`config.mk`:
```
export PLATFORM = sky130hd
export DESIGN_NAME = position_bitmap_block_encoder
export DESIGN_NICKNAME = d
export VERILOG_FILES = /design/src/hdl/pbbe_pkg.sv /design/src/hdl/pbbe_bitmap_store.sv /design/src/hdl/position_bitmap_block_encoder.sv
export SDC_FILE = /design/constraint.sdc
export NUM_CORES = 1
export LEC_CHECK = 0
export BUFFER_PORTS_ARGS = -buffer_cell sky130_fd_sc_hd__buf_2
export CORE_MARGIN = 2
export CORE_UTILIZATION = 36
export CTS_CLUSTER_DIAMETER = 120
export DETAILED_ROUTE_END_ITERATION = 10
export GPL_TIMING_DRIVEN = 0
export PLACE_DENSITY = 0.51
export SYNTH_ARGS = -nofsm -noshare
export SYNTH_HDL_FRONTEND = slang
export SYNTH_HIERARCHICAL = 1
export SYNTH_SLANG_ARGS = --single-unit
```
`constraint.sdc`:
```
create_clock -name clk -period 16.15 [get_ports clk]
set_input_delay 3.23 -clock clk [delete_from_list [all_inputs] [get_ports clk]]
set_output_delay 3.23 -clock clk [all_outputs]
set_load 0.1 [all_outputs]
```
`src/hdl/pbbe_pkg.sv`:
```
// ----------------------------------------------------------------------------
// Position bitmap block encoder package
// Shared sizes, codes and types of the position bitmap block encoder.
// ----------------------------------------------------------------------------
package pbbe_pkg;

    localparam int BLOCK_BITS    = 1024;
    localparam int HEADER_WORDS  = 3;
    localparam int BLOCK_WORDS   = (BLOCK_BITS + 31) / 32;
    localparam int PAYLOAD_WORDS = BLOCK_WORDS - HEADER_WORDS;
    localparam int PAYLOAD_BITS  = BLOCK_BITS - 32 * HEADER_WORDS;

    localparam int BC_W = $clog2(PAYLOAD_BITS + 1);
    localparam int WI_W = $clog2(PAYLOAD_WORDS);
    localparam int KW   = $clog2(BLOCK_WORDS);

    typedef logic [BC_W-1:0] bcount_t;
    typedef logic [WI_W-1:0] widx_t;
    typedef logic [KW-1:0]   kidx_t;

    localparam logic [31:0] MARKER_WORD = 32'd1;
    localparam logic [31:0] TOP_BIT     = 32'h8000_0000;

    localparam logic FUNC_POS = 1'b0;
    localparam logic FUNC_END = 1'b1;

    typedef enum logic [1:0] {
        ST_IDLE,
        ST_MODIFY,
        ST_EMIT_RD,
        ST_EMIT_WR
    } state_t;

    typedef struct packed {
        logic        clear;
        logic        rd_en;
        widx_t       rd_addr;
        logic        wr_en;
        widx_t       wr_addr;
        logic [31:0] wr_data;
    } store_req_t;

endpackage

```
`src/hdl/pbbe_bitmap_store.sv`:
```
// ----------------------------------------------------------------------------
// Bitmap store
// Payload word memory with a registered read and per-word valid bits.
// ----------------------------------------------------------------------------
module pbbe_bitmap_store
(
    input  logic                 clk,
    input  logic                 rst_n,
    input  pbbe_pkg::store_req_t req,
    output logic [31:0]          rd_data
);

    logic [31:0]                          bitmap_mem [0:pbbe_pkg::PAYLOAD_WORDS-1];
    logic [31:0]                          rd_data_reg;
    logic                                 rd_valid_reg;
    logic [pbbe_pkg::PAYLOAD_WORDS-1:0]   valid_reg;
    logic [pbbe_pkg::PAYLOAD_WORDS-1:0]   valid_next;

    always_ff @(posedge clk)
    begin
        if (req.wr_en)
        begin
            bitmap_mem[req.wr_addr] <= req.wr_data;
        end
        if (req.rd_en)
        begin
            rd_data_reg <= bitmap_mem[req.rd_addr];
        end
    end

    always_comb
    begin
        valid_next = valid_reg;
        if (req.clear)
        begin
            valid_next = '0;
        end
        if (req.wr_en)
        begin
            valid_next[req.wr_addr] = 1'b1;
        end
    end

    always_ff @(posedge clk or negedge rst_n)
    begin
        if (!rst_n)
        begin
            valid_reg    <= '0;
            rd_valid_reg <= 1'b0;
        end
        else
        begin
            valid_reg <= valid_next;
            if (req.rd_en)
            begin
                rd_valid_reg <= valid_reg[req.rd_addr];
            end
        end
    end

    // Words not written since the block opened read as zero.
    assign rd_data = rd_valid_reg ? rd_data_reg : '0;

endmodule

```
`src/hdl/position_bitmap_block_encoder.sv`:
```
// ----------------------------------------------------------------------------
// Position bitmap block encoder
// Packs strictly increasing positions into fixed-size bitmap blocks.
// ----------------------------------------------------------------------------
// A position that extends the open block reads its payload word from the
// bitmap store (ST_IDLE) and then writes it back with the new bit set
// (ST_MODIFY). Opening a block or reporting an out-of-order position needs
// no further state. Emitting a block sends BLOCK_WORDS transfers, each
// through ST_EMIT_RD and then ST_EMIT_WR, as every payload word is read
// from the store before it is sent, so an end item for an open block or an
// overflow holds intake until the last word of the block has been sent.
// A new item is taken only once the output register is empty.
module position_bitmap_block_encoder
(
    input  logic        clk,
    input  logic        rst_n,
    input  logic        s_tvalid,
    output logic        s_tready,
    input  logic [31:0] s_tdata,   // position
    input  logic [0:0]  s_tuser,   // func
    output logic        m_tvalid,
    input  logic        m_tready,
    output logic [31:0] m_tdata,   // word
    output logic        m_tlast,
    output logic [0:0]  m_tuser    // error
);

    pbbe_pkg::state_t     state_reg, state_next;
    logic                 open_reg, open_next;
    logic                 reopen_reg, reopen_next;
    logic [31:0]          start_reg, start_next;
    logic [31:0]          prev_reg, prev_next;
    logic [31:0]          pend_reg, pend_next;
    pbbe_pkg::bcount_t    bc_reg, bc_next;
    pbbe_pkg::widx_t      widx_reg, widx_next;
    logic [4:0]           bitlo_reg, bitlo_next;
    pbbe_pkg::kidx_t      k_reg, k_next;
    logic                 out_valid_reg, out_valid_next;
    logic [31:0]          out_word_reg, out_word_next;
    logic                 out_last_reg, out_last_next;
    logic                 out_err_reg, out_err_next;

    pbbe_pkg::store_req_t store_req;
    logic [31:0]          store_rd_data;

    logic                 accept;
    logic                 out_free;
    logic [31:0]          diff;
    logic [31:0]          room;
    pbbe_pkg::bcount_t    bc_sum;
    pbbe_pkg::bcount_t    bit_idx;
    logic [31:0]          emit_word;
    pbbe_pkg::kidx_t      k_rel;

    pbbe_bitmap_store u_store
    (
        .clk     (clk),
        .rst_n   (rst_n),
        .req     (store_req),
        .rd_data (store_rd_data)
    );

    assign s_tready = (state_reg == pbbe_pkg::ST_IDLE) && !out_valid_reg;
    assign accept   = s_tvalid && s_tready;
    assign out_free = !out_valid_reg || m_tready;

    assign diff    = s_tdata - prev_reg;
    assign room    = 32'(pbbe_pkg::PAYLOAD_BITS) - 32'(bc_reg);
    assign bc_sum  = bc_reg + diff[pbbe_pkg::BC_W-1:0];
    assign bit_idx = bc_sum - pbbe_pkg::bcount_t'(1);
    assign k_rel   = k_reg - pbbe_pkg::kidx_t'(pbbe_pkg::HEADER_WORDS);

    always_comb
    begin
        if (k_reg == pbbe_pkg::kidx_t'(0))
        begin
            emit_word = pbbe_pkg::MARKER_WORD;
        end
        else if (k_reg == pbbe_pkg::kidx_t'(1))
        begin
            emit_word = start_reg;
        end
        else if (k_reg == pbbe_pkg::kidx_t'(2))
        begin
            emit_word = 32'(bc_reg);
        end
        else
        begin
            emit_word = store_rd_data;
        end
    end

    always_comb
    begin
        state_next     = state_reg;
        open_next      = open_reg;
        reopen_next    = reopen_reg;
        start_next     = start_reg;
        prev_next      = prev_reg;
        pend_next      = pend_reg;
        bc_next        = bc_reg;
        widx_next      = widx_reg;
        bitlo_next     = bitlo_reg;
        k_next         = k_reg;
        out_valid_next = out_valid_reg && !m_tready;
        out_word_next  = out_word_reg;
        out_last_next  = out_last_reg;
        out_err_next   = out_err_reg;
        store_req      = '0;

        unique case (state_reg)
            pbbe_pkg::ST_IDLE:
            begin
                if (accept)
                begin
                    if (s_tuser[0] == pbbe_pkg::FUNC_END)
                    begin
                        if (open_reg)
                        begin
                            k_next      = '0;
                            reopen_next = 1'b0;
                            state_next  = pbbe_pkg::ST_EMIT_RD;
                        end
                    end
                    else if (!open_reg)
                    begin
                        store_req.clear   = 1'b1;
                        store_req.wr_en   = 1'b1;
                        store_req.wr_addr = '0;
                        store_req.wr_data = pbbe_pkg::TOP_BIT;
                        start_next        = s_tdata;
                        prev_next         = s_tdata;
                        bc_next           = pbbe_pkg::bcount_t'(1);
                        open_next         = 1'b1;
                    end
                    else if (s_tdata <= prev_reg)
                    begin
                        out_valid_next = 1'b1;
                        out_word_next  = '0;
                        out_last_next  = 1'b1;
                        out_err_next   = 1'b1;
                    end
                    else if (diff <= room)
                    begin
                        bc_next           = bc_sum;
                        prev_next         = s_tdata;
                        widx_next         = pbbe_pkg::widx_t'(bit_idx >> 5);
                        bitlo_next        = bit_idx[4:0];
                        store_req.rd_en   = 1'b1;
                        store_req.rd_addr = pbbe_pkg::widx_t'(bit_idx >> 5);
                        state_next        = pbbe_pkg::ST_MODIFY;
                    end
                    else
                    begin
                        bc_next     = pbbe_pkg::bcount_t'(pbbe_pkg::PAYLOAD_BITS);
                        pend_next   = s_tdata;
                        reopen_next = 1'b1;
                        k_next      = '0;
                        state_next  = pbbe_pkg::ST_EMIT_RD;
                    end
                end
            end

            pbbe_pkg::ST_MODIFY:
            begin
                store_req.wr_en   = 1'b1;
                store_req.wr_addr = widx_reg;
                store_req.wr_data = store_rd_data | (pbbe_pkg::TOP_BIT >> bitlo_reg);
                state_next        = pbbe_pkg::ST_IDLE;
            end

            pbbe_pkg::ST_EMIT_RD:
            begin
                store_req.rd_en   = (k_reg >= pbbe_pkg::kidx_t'(pbbe_pkg::HEADER_WORDS));
                store_req.rd_addr = pbbe_pkg::widx_t'(k_rel);
                state_next        = pbbe_pkg::ST_EMIT_WR;
            end

            pbbe_pkg::ST_EMIT_WR:
            begin
                if (out_free)
                begin
                    out_valid_next = 1'b1;
                    out_word_next  = emit_word;
                    out_err_next   = 1'b0;
                    out_last_next  = (k_reg == pbbe_pkg::kidx_t'(pbbe_pkg::BLOCK_WORDS - 1));
                    if (k_reg == pbbe_pkg::kidx_t'(pbbe_pkg::BLOCK_WORDS - 1))
                    begin
                        state_next = pbbe_pkg::ST_IDLE;
                        if (reopen_reg)
                        begin
                            store_req.clear   = 1'b1;
                            store_req.wr_en   = 1'b1;
                            store_req.wr_addr = '0;
                            store_req.wr_data = pbbe_pkg::TOP_BIT;
                            start_next        = pend_reg;
                            prev_next         = pend_reg;
                            bc_next           = pbbe_pkg::bcount_t'(1);
                            open_next         = 1'b1;
                        end
                        else
                        begin
                            open_next = 1'b0;
                        end
                    end
                    else
                    begin
                        k_next     = k_reg + pbbe_pkg::kidx_t'(1);
                        state_next = pbbe_pkg::ST_EMIT_RD;
                    end
                end
            end

            default:
            begin
                state_next = pbbe_pkg::ST_IDLE;
            end
        endcase
    end

    always_ff @(posedge clk or negedge rst_n)
    begin
        if (!rst_n)
        begin
            state_reg     <= pbbe_pkg::ST_IDLE;
            open_reg      <= 1'b0;
            reopen_reg    <= 1'b0;
            start_reg     <= '0;
            prev_reg      <= '0;
            bc_reg        <= '0;
            k_reg         <= '0;
            out_valid_reg <= 1'b0;
        end
        else
        begin
            state_reg     <= state_next;
            open_reg      <= open_next;
            reopen_reg    <= reopen_next;
            start_reg     <= start_next;
            prev_reg      <= prev_next;
            bc_reg        <= bc_next;
            k_reg         <= k_next;
            out_valid_reg <= out_valid_next;
        end
    end

    always_ff @(posedge clk)
    begin
        pend_reg     <= pend_next;
        widx_reg     <= widx_next;
        bitlo_reg    <= bitlo_next;
        out_word_reg <= out_word_next;
        out_last_reg <= out_last_next;
        out_err_reg  <= out_err_next;
    end

    assign m_tvalid   = out_valid_reg;
    assign m_tdata    = out_word_reg;
    assign m_tlast    = out_last_reg;
    assign m_tuser[0] = out_err_reg;

endmodule

```
**Yosys cells after proc, flatten, opt, wreduce, memory -nomap -nowiden**

Memories as Yosys holds them, arrays and structs flattened. A register that Yosys moved wholly into a read port is not among the register bits.
Index checks and enable logic that the tools add are counted.

- Logic and storage cells: 174
- Memories kept: 1
- Output and inout bits: 36
- Bits in writable memories: 928
- Flip-flop bits (word level): 190
- Input port bits: 37

- Muxes and demuxes: 98
- Reductions and logical operators: 20
- Bitwise gates (word level): 5
- Order comparisons: 6
- Equality and inequality tests: 21
- $add $sub $neg: 6
- Shift operators: 1

Memories:

| memory | depth | bits a word | read ports | clocked after memory_dff | wr ports | line | source |
|---|---|---|---|---|---|---|---|
| u_store.bitmap_mem | 29 | 32 | 1 | 1 | 1 | pbbe_bitmap_store.sv:13 | `logic [31:0] bitmap_mem [0:pbbe_pkg::PAYLOAD_WORDS-1];` |

Operator list:

| cell | count |
|---|---|
| $mux 32 | 20 |
| $pmux 32 s2 | 3 |
| $mux 38 | 4 |
| $pmux 38 s3 | 1 |
| $mux 45 | 2 |
| $mux 10 | 8 |
| $le 32x32->1 | 2 |
| $mux 29 | 2 |
| $mux 5 | 8 |
| $or 32x32->32 | 1 |
| $shr 32x5->32 const A | 1 |
| $sub 32x32->32 | 1 |
| $or 29x29->29 | 1 |
| $mux 1 | 28 |
| $reduce_and 7->1 | 3 |
| $ne 2x2->1 const B | 10 |
| $pmux 10 s2 | 1 |
| $mux 6 | 3 |
| $reduce_and 6->1 | 3 |
| $mux 2 | 8 |
| $lt 5x6->1 const B | 2 |
| $pmux 6 s2 | 1 |
| $sub 10x10->11 const A | 1 |
| $add 10x10->10 | 1 |
| other kinds (28) | 42 |

**Longest topological paths before layout**

Gate-level depths: netlist of run 1.

- Depth in word-level cells: 15
- Mapped depth: 29
- Mapped depth without buffers: 25

**Hierarchy**

The synthesis of run 1 kept the hierarchy.

By module, submodules not included:

| module | seq. area each (um^2) | cells each | area an instance (um^2) | instances |
|---|---|---|---|---|
| pbbe_bitmap_store | 29578.4 | 1793 | 38104.0 | 1 |
| position_bitmap_block_encoder | 4384.2 | 1063 | 10630.2 | 1 |

**Worst setup path after synthesis of run 1**

Ideal clock, no wire load.

- Path kind: input port to flip-flop
- Start point: input s_tdata[0]
- End point: register u_store.rd_data_reg[18], read port of u_store.bitmap_mem, data pin
- Setup slack: 7.223 ns
- Data required time: 15.885 ns
- Buffers on the path: 3
- Data arrival time: 8.663 ns
- Setup time: 0.265 ns
- Cell stages on the path: 27
- Path through: inv_1 > ha_1 > fa_1 > nand2b_1 > a21oi_1 > a211oi_1 > nor3_2 > a2111oi_0 > o311ai_0 > o41ai_1 > xnor2_1 > ha_1 > nand4_1 > nor4_1 > o41ai_1 > a22oi_2 > inv_1 > nand3_1 > inv_1 > a22o_1 > buf_6 > buf_12 > buf_12 > mux4_2 > a22o_1 > a21oi_2 > a22oi_1

RTL lines:

| element | line | source |
|---|---|---|
| start: declaration | position_bitmap_block_encoder.sv:19 | `input logic [31:0] s_tdata,` |
| end: declaration | pbbe_bitmap_store.sv:14 | `logic [31:0] rd_data_reg;` |

==> results of run 1 <==
kinds of logic (layout without fill, tap and decap cells):
| group | Yosys count | count (layout) | share of synthesized area |
|---|---|---|---|
| adder cells (fa/ha/maj) | 88 | 88 | 0.02290 |
| AND/OR/NAND/NOR | 383 | 383 | 0.03790 |
| XOR/XNOR | 48 | 48 | 0.008909 |
| flip-flops | 1150 | 1150 | 0.6969 |
| buffers and inverters | 253 | 614 | 0.02565 |
| AO/OA/AOI/OAI | 538 | 538 | 0.07312 |
| multiplexers | 396 | 396 | 0.1346 |
how the worst min path moves through the flow:
stage / cells past startpoint / slack, ps / end / from
after floorplan: 1 / 480 / start_reg[10] / start_reg[10]
after global placement: 1 / 500 / prev_reg[13] / prev_reg[13]
after detailed placement: 1 / 500 / prev_reg[14] / prev_reg[14]
after CTS: 1 / 510 / start_reg[4] / start_reg[4]
after global routing: 1 / 530 / prev_reg[0] / prev_reg[0]
final: 1 / 510 / start_reg[4] / start_reg[4]
power breakdown:
part / internal (mW) / switching [mW] / total (mW) / leakage (nW)
combinational: 1.80 / 2.87 / 4.67 / 6.61
clock: 1.56 / 1.17 / 2.72 / 1.91
sequential: 3.59 / 0.0965 / 3.68 / 10.5
total: 6.94 / 4.14 / 11.1 / 19.0
worst register-to-register path: stages (launching register included):
cell       delay [ps]
dfrtp_1           380
ha_1              210
fa_1              410
nand2b_1          200
a21oi_1           310
a211oi_1          150
nor3_2            520
a2111oi_0         210
o311ai_0          600
o41ai_1           160
xnor2_1           160
ha_1              330
nand4_1           130
nor4_1            960
o41ai_1           230
a22oi_2           540
inv_1             210
nand3_1           200
inv_1             270
a22o_1            320
buf_2             220
buf_2             270
nor2_1            620
buf_1             690
a21oi_1           280
a22oi_1           340
layout make-up:
class	instances	area, sq um	share of cell area
buffer	152	870.8	0.01535
clock buffer	151	3172	0.05592
sequential	1150	33960	0.5988
tap	1781	2228	0.03929
inverter	101	379.1	0.006684
timing repair buffer	137	1524	0.02687
multi-input combinational	1453	13830	0.2439
clock inverter	73	747.0	0.01317
metrics by stage:
stage / utilization / setup slack (ps) / instance area [sq um]
global route: 0.4203 / 4302 / 56720
detailed placement: 0.3912 / 3844 / 52800
CTS: 0.4203 / 4554 / 56720
global placement: 0.3803 / 3826 / 51320
finish: 0.4203 / 4691 / 56720
floorplan: - / 7223 / 48730
per-layer routing:
metal / GRT usage / wire (microns) / vias up
li1: - / - / 11888
met1: 0.2463 / 55680 / 13939
met2: 0.3048 / 61400 / 622
met3: 0.02495 / 5007 / 191
met4: 0.05195 / 3500 / 0
met5: 0 / 0 / -
synthesized netlist by cell type (5+ instances only):
master,instances,area (sq um)
o22ai_1,31,193.9
nand2_1,54,202.7
o21bai_1,5,37.54
a21boi_0,5,37.54
o21a_1,13,97.59
nand4_1,17,106.4
buf_12,6,120.1
nand2b_1,10,62.56
mux4_2,193,4347
buf_2,33,165.2
nor2_1,156,585.6
and2_1,46,287.8
nor3_1,19,95.09
a22oi_1,55,412.9
nor2b_1,19,118.9
and3_1,8,50.05
mux2i_1,115,1151
a21o_1,14,105.1
a21oi_1,181,905.9
o21ai_0,63,315.3
o211ai_1,10,75.07
or3_1,6,37.54
inv_1,100,375.4
mux2_4,15,225.2
xor2_1,14,122.6
nand3_1,24,120.1
edfxtp_1,1036,31110
a21oi_2,11,96.34
dfrtp_1,114,2853
a211oi_1,17,127.6
a221oi_1,35,306.5
xnor2_1,33,289.0
mux2_2,69,777.0
ha_1,86,1076
a31oi_1,10,62.56
o21ai_1,9,45.04
or2_2,5,31.28
clkbuf_1,88,330.3
a22o_1,37,324.1
buf_6,18,202.7
==> flow_summary.json, run 1 <==
{
  "critPathMaxFanout": 15,
  "arrival_ps": 11970,
  "fp.dieH_microns": 371.9,
  "yosysSeqAreaShare": 0.6969,
  "power_density_nw_per_um2": 195.3,
  "slowest_delay_ps": 960,
  "antenna_found_initial": 2,
  "nNetsFinal": 3240,
  "post-route-period-util": 0.7095,
  "ys_types": 85,
  "drtAntennaViolNets": 0,
  "synth_seq_cells": 1150,
  "post_cts_buffers": 0,
  "ir_drop_mv": 0.1081,
  "final_common_cell": "edfxtp_1",
  "crit_type": "in2reg",
  "htreeDepth": 3,
  "slew_viol_final": 0,
  "r2r_start": "prev_reg[0]",
  "dp_cells": 4774,
  "r2r_cells": 25,
  "drive_above_1_share": 0.2313,
  "path_depth": 27,
  "cts_made_buffers": 120,
  "cts_root_buffer": "clkbuf_16",
  "first_iter_violations": 2288,
  "hold_ws_ps": 510.8,
  "yosysWarnings": 6,
  "period_minus_slack_ps": 11460,
  "layout.cells.non_filler": 4998,
  "p_leak_nw": 18.97,
  "grt_max_degree": 86,
  "r2r_slack_ps": 7050,
  "cp_data_required_time_ps": 16660,
  "start_kind": "primary input",
  "worstSkewPairLatency_ps": 740,
  "async_flop_share": 0.09913,
  "clkSlewWorstSetupHoldPaths_ps": 60,
  "remaining_drc_errors": 0,
  "cts_sinks": 1150,
  "core.rowCount": 135,
  "avgSynthCellArea_sq_um": 17.06,
  "cap_violations": 0,
  "routedWlPerCell_microns": 25.13,
  "vias_per_cell": 5.330,
  "end_kind": "flip-flop",
  "status": "completed",
  "n_antenna_cell": 0,
  "synth-main-ff-cell": "edfxtp_1",
  "syn-num-nets": 2981,
  "finalSetupViolations": 0,
  "r2r_end": "u_store/rd_data_reg[29]",
  "cts_tree": "yes",
  "grt.total_usage": 0.1815,
  "dp_hpwl_mm": 88.80,
  "dieArea_sq_um": 138300,
  "grt_pass1_wl_mm": 185.0,
  "final_cell_mix": "edfxtp_1 (1036), mux4_2 (193), a21oi_1 (181), clkbuf_16 (122), clkbuf_1 (116)",
  "critPathSlowestCell": "nor4_1",
  "hold_class": "reg2reg",
  "crit_buf_inv": 7,
  "startpoint": "s_tdata[0]",
  "io_buffers": 72,
  "largest_register_ffs": 928,
  "cts_resized": 0,
  "crit_family": "compound AO/OA/AOI/OAI gates",
  "start_util": 0.3611,
  "die_w_microns": 371.9,
  "fin_worst_skew_ps": 69.62,
  "wl_mm": 125.6,
  "gp_routability_congestion": 0.8835,
  "fmax_mhz": 87.27,
  "coreArea_sq_um": 135000,
  "grt_pass1_vias": 27614,
  "p_total_mw": 11.08,
  "num_vias": 26640,
  "rsz0062_at_grt": "no",
  "pin_count": 73,
  "synth_edf_count": 1036,
  "clockBufferDepth": 3,
  "fillers": 11956,
  "drtPass1Iterations": 6,
  "grt-ovfl-total": 0,
  "ctsHoldBuffers": 0,
  "hold_viol": 0,
  "top_register": "u_store/bitmap_mem",
  "synthToLayoutAreaGrowth_pct": 16.38,
  "finalSetupTns_ps": 0,
  "slew_headroom": 0.05791,
  "synth_cells": 2856,
  "endpoint": "u_store/rd_data_reg[29]",
  "tightest_slew_ps": 1410,
  "syn_area_sq_um": 48730
}
(Power assumes the default switching activity.)
==> inputs of run 2 (changes only) <==
--- a/config.mk
+++ b/config.mk
@@ -5,13 +5,14 @@
 export SDC_FILE = /design/constraint.sdc
 export NUM_CORES = 1
 export LEC_CHECK = 0
+export ABC_AREA = 1
 export BUFFER_PORTS_ARGS = -buffer_cell sky130_fd_sc_hd__buf_2
 export CORE_MARGIN = 2
 export CORE_UTILIZATION = 36
 export CTS_CLUSTER_DIAMETER = 120
 export DETAILED_ROUTE_END_ITERATION = 10
 export GPL_TIMING_DRIVEN = 0
-export PLACE_DENSITY = 0.51
+export PLACE_DENSITY = 0.53
 export SYNTH_ARGS = -nofsm -noshare
 export SYNTH_HDL_FRONTEND = slang
 export SYNTH_HIERARCHICAL = 1
==> constraint.sdc (replaced) <==
create_clock -name clk -period 9.6 [get_ports clk]
set_input_delay 1.92 -clock clk [delete_from_list [all_inputs] [get_ports clk]]
set_output_delay 1.92 -clock clk [all_outputs]
set_load 0.1 [all_outputs]
==> run 2 against run 1 <==
Core utilization grew 0.099 points. Synthesized area grew 5.0%. Sequential share of layout area shrank 2.8 points. Critical path depth grew 8. Via count grew 37%. Count of clock-buffer cells in the layout grew 3. Setup slack lost 4200 ps. Critical path type unchanged. Synthesized cell count grew 69%. Clock power grew 68%. Combinational power grew 100%.
==> flow_summary.json, run 2 <==
{
  "status": "completed",
  "tightest_slew_ps": 1479,
  "synth-main-ff-cell": "edfxtp_1",
  "seqCellArea_sq_um": 33960,
  "remaining_drc_errors": 0,
  "layout.cells.non_filler": 7073,
  "cts_sinks": 1150,
  "setup_ws_ps": 491.5,
  "slew_headroom": 0.01405,
  "r2r_start": "bc_reg[0]",
  "internal-power_mw": 11.01,
  "cts_tree": "yes",
  "dp_slack_ps": -481.1,
  "synth_largest_area_cell": "edfxtp_1",
  "clockBufferDepth": 3,
  "top_register": "u_store/bitmap_mem",
  "cap_violations": 0,
  "antenna_found_initial": 2,
  "dp_cells": 6843,
  "start_util": 0.3623,
  "final_cell_mix": "nand2_1 (1380), edfxtp_1 (1036), nand3_1 (549), nor2_1 (362), inv_1 (272)",
  "nNetsFinal": 5201,
  "slowest_delay_ps": 1150,
  "post-route-period-util": 0.9488,
  "end_kind": "flip-flop",
  "ir_drop_mv": 0.2361,
  "cts_root_buffer": "clkbuf_16",
  "crit_buf_inv": 8,
  "p_clk_frac": 0.229,
  "start_kind": "primary input",
  "grt.total_usage": 0.2187,
  "yosysWarnings": 6,
  "critPathMaxFanout": 10,
  "core.rowCount": 138,
  "power_frac_comb": 0.468,
  "first_iter_violations": 3513,
  "cts_made_buffers": 121,
  "grt_pass1_vias": 34601,
  "synth_commonest_cells": "nand2_1 (1381), edfxtp_1 (1036), nand3_1 (549)",
  "drt-met1-wl_mm": 71.02,
  "yosysSeqAreaShare": 0.6637,
  "fmax_mhz": 109.8,
  "num_vias": 36379,
  "cp_data_required_time_ps": 10030,
  "rsz0062_at_grt": "no",
  "period_minus_slack_ps": 9108,
  "die_w_microns": 381.0,
  "synth.most_common_cell": "nand2_1",
  "fillers": 13563,
  "p_leak_nw": 22.17,
  "drtAntennaViolNets": 0,
  "drive_above_1_share": 0.09869,
  "postLayoutCoreUtil": 0.4212,
  "htreeDepth": 3,
  "synth_edf_count": 1036,
  "power_frac_seq": 0.304,
  "synth.area.top_cells": "edfxtp_1 (61%), nand2_1 (10%), dfrtp_1 (5.6%)",
  "crit_family": "simple AND/OR/NAND/NOR gates",
  "synthToLayoutAreaGrowth_pct": 16.26,
  "synth_cells": 4827,
  "grt_max_degree": 77,
  "finalSetupViolations": 0,
  "syn-num-nets": 4952,
  "final_common_cell": "nand2_1",
  "async_flop_share": 0.09913,
  "largest_register_ffs": 928,
  "io_buffers": 72,
  "grt-ovfl-total": 0,
  "routed-wl-met3_mm": 10.56,
  "avgSynthCellArea_sq_um": 10.60,
  "synth_top_area_share": 0.6079,
  "vias_per_cell": 5.143,
  "clkSlewWorstSetupHoldPaths_ps": 60,
  "fp.dieH_microns": 381.0,
  "power_switching_mw": 8.964,
  "wl_met2_mm": 71.68,
  "dp_hpwl_mm": 115.7,
  "highest_layer": "met4",
  "dieArea_sq_um": 145200,
  "crit_top_cell": "nand2_1",
  "gp_routability_congestion": 0.9471,
  "fin_worst_skew_ps": 46.14,
  "wl_mm": 161.2,
  "startpoint": "s_tdata[0]",
  "hold_class": "reg2reg",
  "pin_count": 73,
  "coreArea_sq_um": 141200,
  "slew_viol_final": 0,
  "crit_type": "in2reg",
  "hold_viol": 0,
  "ys_types": 52,
  "arrival_ps": 9540,
  "routedWlPerCell_microns": 22.79,
  "worst_hold_startpoint": "prev_reg[15]",
  "power_density_nw_per_um2": 335.7,
  "synth_seq_cells": 1150,
  "multi_input_area_sq_um": 15220,
  "worstSkewPairLatency_ps": 760,
  "syn_area_sq_um": 51170,
  "switching_share": 0.4488,
  "grt_pass1_wl_mm": 234.1,
  "drtPass1Iterations": 5,
  "critPathSlowestCell": "o22ai_1"
}
==> run 2: changes by cell type after synthesis, sizes merged, moves of 87 or more <==
cell	previous run	this run
nand2	54	1390
inv	100	277
mux4	194	0
nand3	25	550
nor2	156	424
mux2i	116	0
o21ai	73	188
buf	64	151
==> run 2: path summary, 6_finish.rpt <==
| path | to | slack, ps | cells after the start |
|---|---|---|---|
| worst max-delay path | u_store/rd_data_reg[17] | 490 | 35 |
| worst max register to register | u_store/rd_data_reg[17] | 1280 | 26 |
| max in group asynchronous | u_store/valid_reg[6] | 7740 | 2 |
| min in group asynchronous | prev_reg[27] | 1080 | 1 |
| worst min-delay path | prev_reg[15] | 470 | 2 |
| worst min register to register | prev_reg[15] | 470 | 2 |
==> run 2: layer usage <==
layer | global-route usage | vias up
li1 | - | 17166
met3 | 0.03021 | 222
met1 | 0.3037 | 17791
met5 | 0 | -
met4 | 0.1066 | 0
met2 | 0.3374 | 1200
==> run 2: power groups by stage <==
stage | Combinational (mW) | Sequential, mW | Clock (mW)
floorplan | 5.54 | 6.42 | 0
global placement | 9.05 | 6.17 | 0
detailed placement | 9.21 | 6.16 | 0
CTS | 9.26 | 6.06 | 4.66
global route | 10.2 | 6.10 | 4.85
finish | 9.34 | 6.06 | 4.57
==> run 2: kinds of logic after synthesis <==
group           count (synthesis)  share of synthesized area
mux                             1                  0.0002200
simple gates                 2408                     0.1936
fa+ha+maj                      88                    0.02181
xor+xnor                       45                   0.007702
compound gates                594                    0.06538
flops                        1150                     0.6637
buf+inv                       541                    0.04765
==> run 2: layout make-up <==
| cell class | instances | area share |
|---|---|---|
| inverter | 279 | 0.01764 |
| buffer | 262 | 0.02336 |
| sequential | 1150 | 0.5708 |
| multi-input combinational | 3136 | 0.2558 |
| clock inverter | 71 | 0.01110 |
| tap | 1890 | 0.03975 |
| timing repair buffer | 126 | 0.02778 |
| antenna | 5 | 0.0002103 |
| clock buffer | 154 | 0.05348 |
==> run 2: through the flow <==
stage | hold slack (ps) | total power [mW] | TNS (ps) | area, sq um
after global placement | 458.9 | 15.22 | -7254 | 53900
after detailed placement | 459.3 | 15.37 | -5574 | 55640
after floorplan | 441.9 | 11.97 | 0 | 51170
after global routing | 483.1 | 21.13 | 0 | 59480
after CTS | 473.9 | 19.98 | 0 | 59480
final | 470.2 | 19.97 | 0 | 59500
==> run 2: what timing repair did <==
action,in CTS,in global routing
resized for setup,0,3
endpoints found under the setup margin,0,8
buffers inserted,0,0
hold buffers,0,0
==> run 2: worst reg2reg max path: cells and delay by family, from the launching register on <==
family                   cells  cell delay, ps
adder cells (fa/ha/maj)      2             870
AND/OR/NAND/NOR             13            3470
flip-flops                   1             510
AO/OA/AOI/OAI                5            1890
buffers and inverters        6            1240
